[config.mk]
export PLATFORM = sky130hd
export DESIGN_NAME = snr_ctrl
export DESIGN_NICKNAME = d
export VERILOG_FILES = /design/src/rtl/core/snr_pkg.sv /design/src/rtl/core/snr_ctrl.sv
export SDC_FILE = /design/constraint.sdc
export NUM_CORES = 1
export LEC_CHECK = 0
export BUFFER_PORTS_ARGS = -buffer_cell sky130_fd_sc_hd__buf_4
export CAP_MARGIN = 5
export CORE_AREA = 3 3 40 42
export DETAILED_ROUTE_END_ITERATION = 7
export DIE_AREA = 0 0 43 45
export SYNTH_ARGS = -nofsm -noshare
export SYNTH_HDL_FRONTEND = slang
export SYNTH_SLANG_ARGS = --single-unit
[constraint.sdc]
create_clock -name i_clk -period 1.3 [get_ports i_clk]
set_clock_uncertainty 0.05 [all_clocks]
set_input_delay 0.13 -clock i_clk [delete_from_list [all_inputs] [get_ports i_clk]]
set_output_delay 0.13 -clock i_clk [all_outputs]
set_load 0.02 [all_outputs]
[src/rtl/core/snr_pkg.sv]
package snr_pkg;

    localparam int ID_W    = 26;
    localparam int COORD_W = 32;
    localparam int STAT_W  = 3;

    localparam int DEF_NUM_GROUPS       = 1024;
    localparam int DEF_CHUNKS_PER_GROUP = 256;
    localparam int DEF_NODES_PER_CHUNK  = 256;
    localparam int DEF_MAX_CHUNKS       = 4096;
    localparam int DEF_MAX_ENTRIES      = 65536;

    localparam logic [STAT_W-1:0] ST_OK       = 3'd0;
    localparam logic [STAT_W-1:0] ST_NO_GROUP = 3'd1;
    localparam logic [STAT_W-1:0] ST_NO_CHUNK = 3'd2;
    localparam logic [STAT_W-1:0] ST_NO_NODE  = 3'd3;
    localparam logic [STAT_W-1:0] ST_REOPEN   = 3'd4;
    localparam logic [STAT_W-1:0] ST_ORDER    = 3'd5;
    localparam logic [STAT_W-1:0] ST_FULL     = 3'd6;

    localparam logic ACT_INSERT = 1'b0;
    localparam logic ACT_LOOKUP = 1'b1;

    typedef struct packed {
        logic clr;
        logic ld;
        logic ins;
        logic lg;
        logic rg;
        logic gs;
        logic rc;
        logic cs;
        logic er;
        logic out;
    } t_cmd;

    typedef struct packed {
        logic clr_done;
        logic fail;
    } t_stat;

    function automatic logic [6:0] cnt64(input logic [63:0] v);
        logic [6:0] n;
        n = '0;
        for (int k = 0; k < 64; k++) begin
            n = n + 7'(v[k]);
        end
        return n;
    endfunction

endpackage

[src/rtl/core/snr_ctrl.sv]
module snr_ctrl (
    input  logic             i_clk,
    input  logic             i_rst_n,
    input  logic             i_in_valid,
    input  logic             i_act,
    output logic             o_in_ready,
    input  logic             i_out_ready,
    output logic             o_out_valid,
    output snr_pkg::t_cmd    o_cmd,
    input  snr_pkg::t_stat   i_stat
);
    import snr_pkg::*;

    localparam logic [3:0] S_IDLE = 4'd0;
    localparam logic [3:0] S_INS  = 4'd1;
    localparam logic [3:0] S_LG   = 4'd2;
    localparam logic [3:0] S_GR   = 4'd3;
    localparam logic [3:0] S_GS   = 4'd4;
    localparam logic [3:0] S_CR   = 4'd5;
    localparam logic [3:0] S_CS   = 4'd6;
    localparam logic [3:0] S_ER   = 4'd7;
    localparam logic [3:0] S_DONE = 4'd8;
    localparam logic [3:0] S_CLR  = 4'd9;

    logic [3:0] r_state, n_state;
    logic       r_ov, n_ov;
    logic       w_free;

    assign w_free      = !r_ov || i_out_ready;
    assign o_in_ready  = (r_state == S_IDLE);
    assign o_out_valid = r_ov;

    always_comb begin
        n_state = r_state;
        n_ov    = r_ov && !i_out_ready;
        o_cmd   = '0;
        case (r_state)
            S_CLR: begin
                o_cmd.clr = 1'b1;
                if (i_stat.clr_done) begin
                    n_state = S_IDLE;
                end
            end
            S_IDLE: begin
                if (i_in_valid) begin
                    o_cmd.ld = 1'b1;
                    n_state  = (i_act == ACT_LOOKUP) ? S_LG : S_INS;
                end
            end
            S_INS: begin
                o_cmd.ins = 1'b1;
                n_state   = S_DONE;
            end
            S_LG: begin
                o_cmd.lg = 1'b1;
                n_state  = i_stat.fail ? S_DONE : S_GR;
            end
            S_GR: begin
                o_cmd.rg = 1'b1;
                n_state  = i_stat.fail ? S_DONE : S_GS;
            end
            S_GS: begin
                o_cmd.gs = 1'b1;
                n_state  = i_stat.fail ? S_DONE : S_CR;
            end
            S_CR: begin
                o_cmd.rc = 1'b1;
                n_state  = S_CS;
            end
            S_CS: begin
                o_cmd.cs = 1'b1;
                n_state  = i_stat.fail ? S_DONE : S_ER;
            end
            S_ER: begin
                o_cmd.er = 1'b1;
                n_state  = S_DONE;
            end
            S_DONE: begin
                if (w_free) begin
                    o_cmd.out = 1'b1;
                    n_ov      = 1'b1;
                    n_state   = S_IDLE;
                end
            end
            default: n_state = S_IDLE;
        endcase
    end

    always_ff @(posedge i_clk) begin
        if (!i_rst_n) begin
            r_state <= S_CLR;
            r_ov    <= 1'b0;
        end else begin
            r_state <= n_state;
            r_ov    <= n_ov;
        end
    end
endmodule

==> out/metrics.cfg <==
[status]
status=finished, violations left
violations=negative setup slack

[cts]
clockBufferDepth=2
holdBufCountCts=0
numCtsBuffers=3
cts_tree=yes
htree_levels=1
cts.reportedPaths.clkPinSlew_ns=0.04
cts_root_buf=clkbuf_4
clkLatencyLatePin_ns=0.23
clock_sinks=5

[placed_design]
gp_congestion=0.726
placed_cells=85
port-buffer-count=18
dpl.hpwl_um=775
place_area_um2=564

[timing]
finalMaxSlewViolations=0
post-route-min-period_ns=1.35
holdWs_ns=0.0874
worstMarginPinSlew_ns=0.355
rsz0062_at_grt=yes
worst_slack_ns=-0.0484
max_slew_margin_pct=76.3
fin_crit_sh_pct=104
hold_violations=0
max_freq_ghz=0.742
finalSetupViolations=3

[floorplan]
io_pins=19
die_w_um=43
initial_core_util_pct=31.5
dieArea_um2=1940
die_y_um=45
std_cell_rows=13
core-area_um2=1280

[logic_synthesis]
async_flop_share_pct=0
synth.distinct_cells=24
synth_cells=51
syn_area_per_cell_um2=7.95
synthFlopType=dfxtp_1
synth_area_um2=405
synthesis.nets=58
synth_edf_count=0
yosysSeqAreaShare_pct=24.7
yosysWarningCount=0
ys_ff_latch=5

[cells_and_area]
layout_common_cells=buf_4 (23), nor2_1 (7), buf_6 (6)
multi_input_area_um2=318
layout.cells.most_common=buf_4
nets=88
synthToLayoutAreaGrowth_pct=79.0
instances_no_fill=95
fin_util_pct=56.5
seq_area_um2=115
diodes=0
drive_gt1_share_pct=62.5
num-fill-cells=110
finish.instance_area_um2=726

[routing]
vias=479
drc=0
wl_per_cell_um=12.4
ant_nets=0
routed_wl_mm=1.18
first_pass_iters=4
drtIter0Drc=7
routed_via_density=5.04

[critical_path]
cp_data_required_time_ns=1.12
critical_path_arrival_ns=1.17
r2r_setup_slack_ns=0.10
r2r_start=r_state[0]
start_kind=register
worstPathMaxFanout=6
reg2reg_to=r_state[3]
crit_type=reg -> out
worstSetupEndpoint=o_cmd[0]
cp-end-kind=output port
reg2reg_depth=5
crit_start=r_state[1]

[global_routing]
gr-total-overflow=0
grt_pass1_wl_mm=1.78
grt_pass1_vias=446
grt_max_degree=7
grt_usage_pct=12.3
grt_antenna_before_repair=0

[power_and_ir_drop]
ir_worst_vdd_mv=0.483
p_sw_mw=0.207
p_comb_share_pct=42.7
switching_share_pct=32.9
power_mw=0.628
sequentialPowerShare_pct=30.2
p_leak_nw=0.316
power.density_nw_per_um2=866
p_int_mw=0.421
p_clk_share_pct=27.2

[flow_run]
cap_violations=0

[hold_path]
holdPathStages=2
hold_path.class=in -> reg

==> cell families (layout without fill, tap and decap cells) <==
kind of cell / Yosys count / in the layout / synth area share, %
AO/OA/AOI/OAI: 13 / 13 / 23.1
buffers and inverters: 6 / 35 / 12.0
flip-flops: 5 / 5 / 24.7
XOR/XNOR: 1 / 1 / 2.16
AND/OR/NAND/NOR: 26 / 26 / 38.0
==> worst min-delay path by stage <==
| stage | startpoint | endpoint | slack [ns] |
|---|---|---|---|
| finish | i_rst_n | o_out_valid | 0.09 |
| global route | i_rst_n | o_out_valid | 0.09 |
| CTS | i_rst_n | o_out_valid | 0.08 |
| detailed placement | i_rst_n | o_out_valid | 0.32 |
| global placement | i_rst_n | o_out_valid | 0.32 |
| floorplan | i_rst_n | o_out_valid | 0.20 |
==> Yosys cell counts (2+ instances only) <==
cell type | count | area share (%)
nand2b_1 | 4 | 6.2
o21ai_1 | 2 | 2.5
nor3_1 | 6 | 7.4
buf_6 | 3 | 8.3
a21oi_1 | 4 | 4.9
inv_1 | 2 | 1.9
nor2_1 | 7 | 6.5
dfxtp_1 | 5 | 25
nand2_1 | 3 | 2.8
==> state kept, by name (all words and copies together) (netlist names) <==
| name | flops |
|---|---|
| r_state | 4 |
| o_out_valid | 1 |
==> per-stage QoR <==
stage               TNS (ns)  setup slack [ns]
floorplan                  0            0.0125
global placement           0            0.0607
detailed placement         0            0.0376
CTS                   -0.100           -0.0603
global route          -0.356           -0.0917
finish                -0.114           -0.0484
==> layout make-up <==
class | count | area share [%]
Inverter | 2 | 1.03
Sequential cell | 5 | 15.9
Timing Repair Buffer | 29 | 33.1
Tap cell | 15 | 2.59
Clock buffer | 4 | 3.62
Multi-Input combinational cell | 40 | 43.8
==> power groups by stage <==
stage	sequential (mW)	combinational (mW)	clock (mW)
after floorplan	0.182	0.143	0
after global placement	0.193	0.201	0
after detailed placement	0.194	0.200	0
after CTS	0.188	0.245	0.178
after global routing	0.192	0.288	0.189
final	0.189	0.268	0.171
==> worst max-delay path, cell delays in order, from the launching register on <==
cell	delay, ns
dfxtp_4	0.36
buf_4	0.15
nor4_4	0.24
buf_4	0.18
==> per-layer routing <==
metal	track usage (%)	share of wire, %	vias up
met1	12.7	39	221
met4	7.23	1.4	0
met5	0	0	-
li1	-	-	239
met3	3.59	5.0	2
met2	22.2	55	17
==> repair_timing <==
action,in CTS,in global routing
endpoints found under the setup margin,11,9
endpoints found under the hold margin,0,0
pin swaps,5,2
gates resized for setup,18,7
setup buffers,6,0
(Power assumes the default switching activity.)
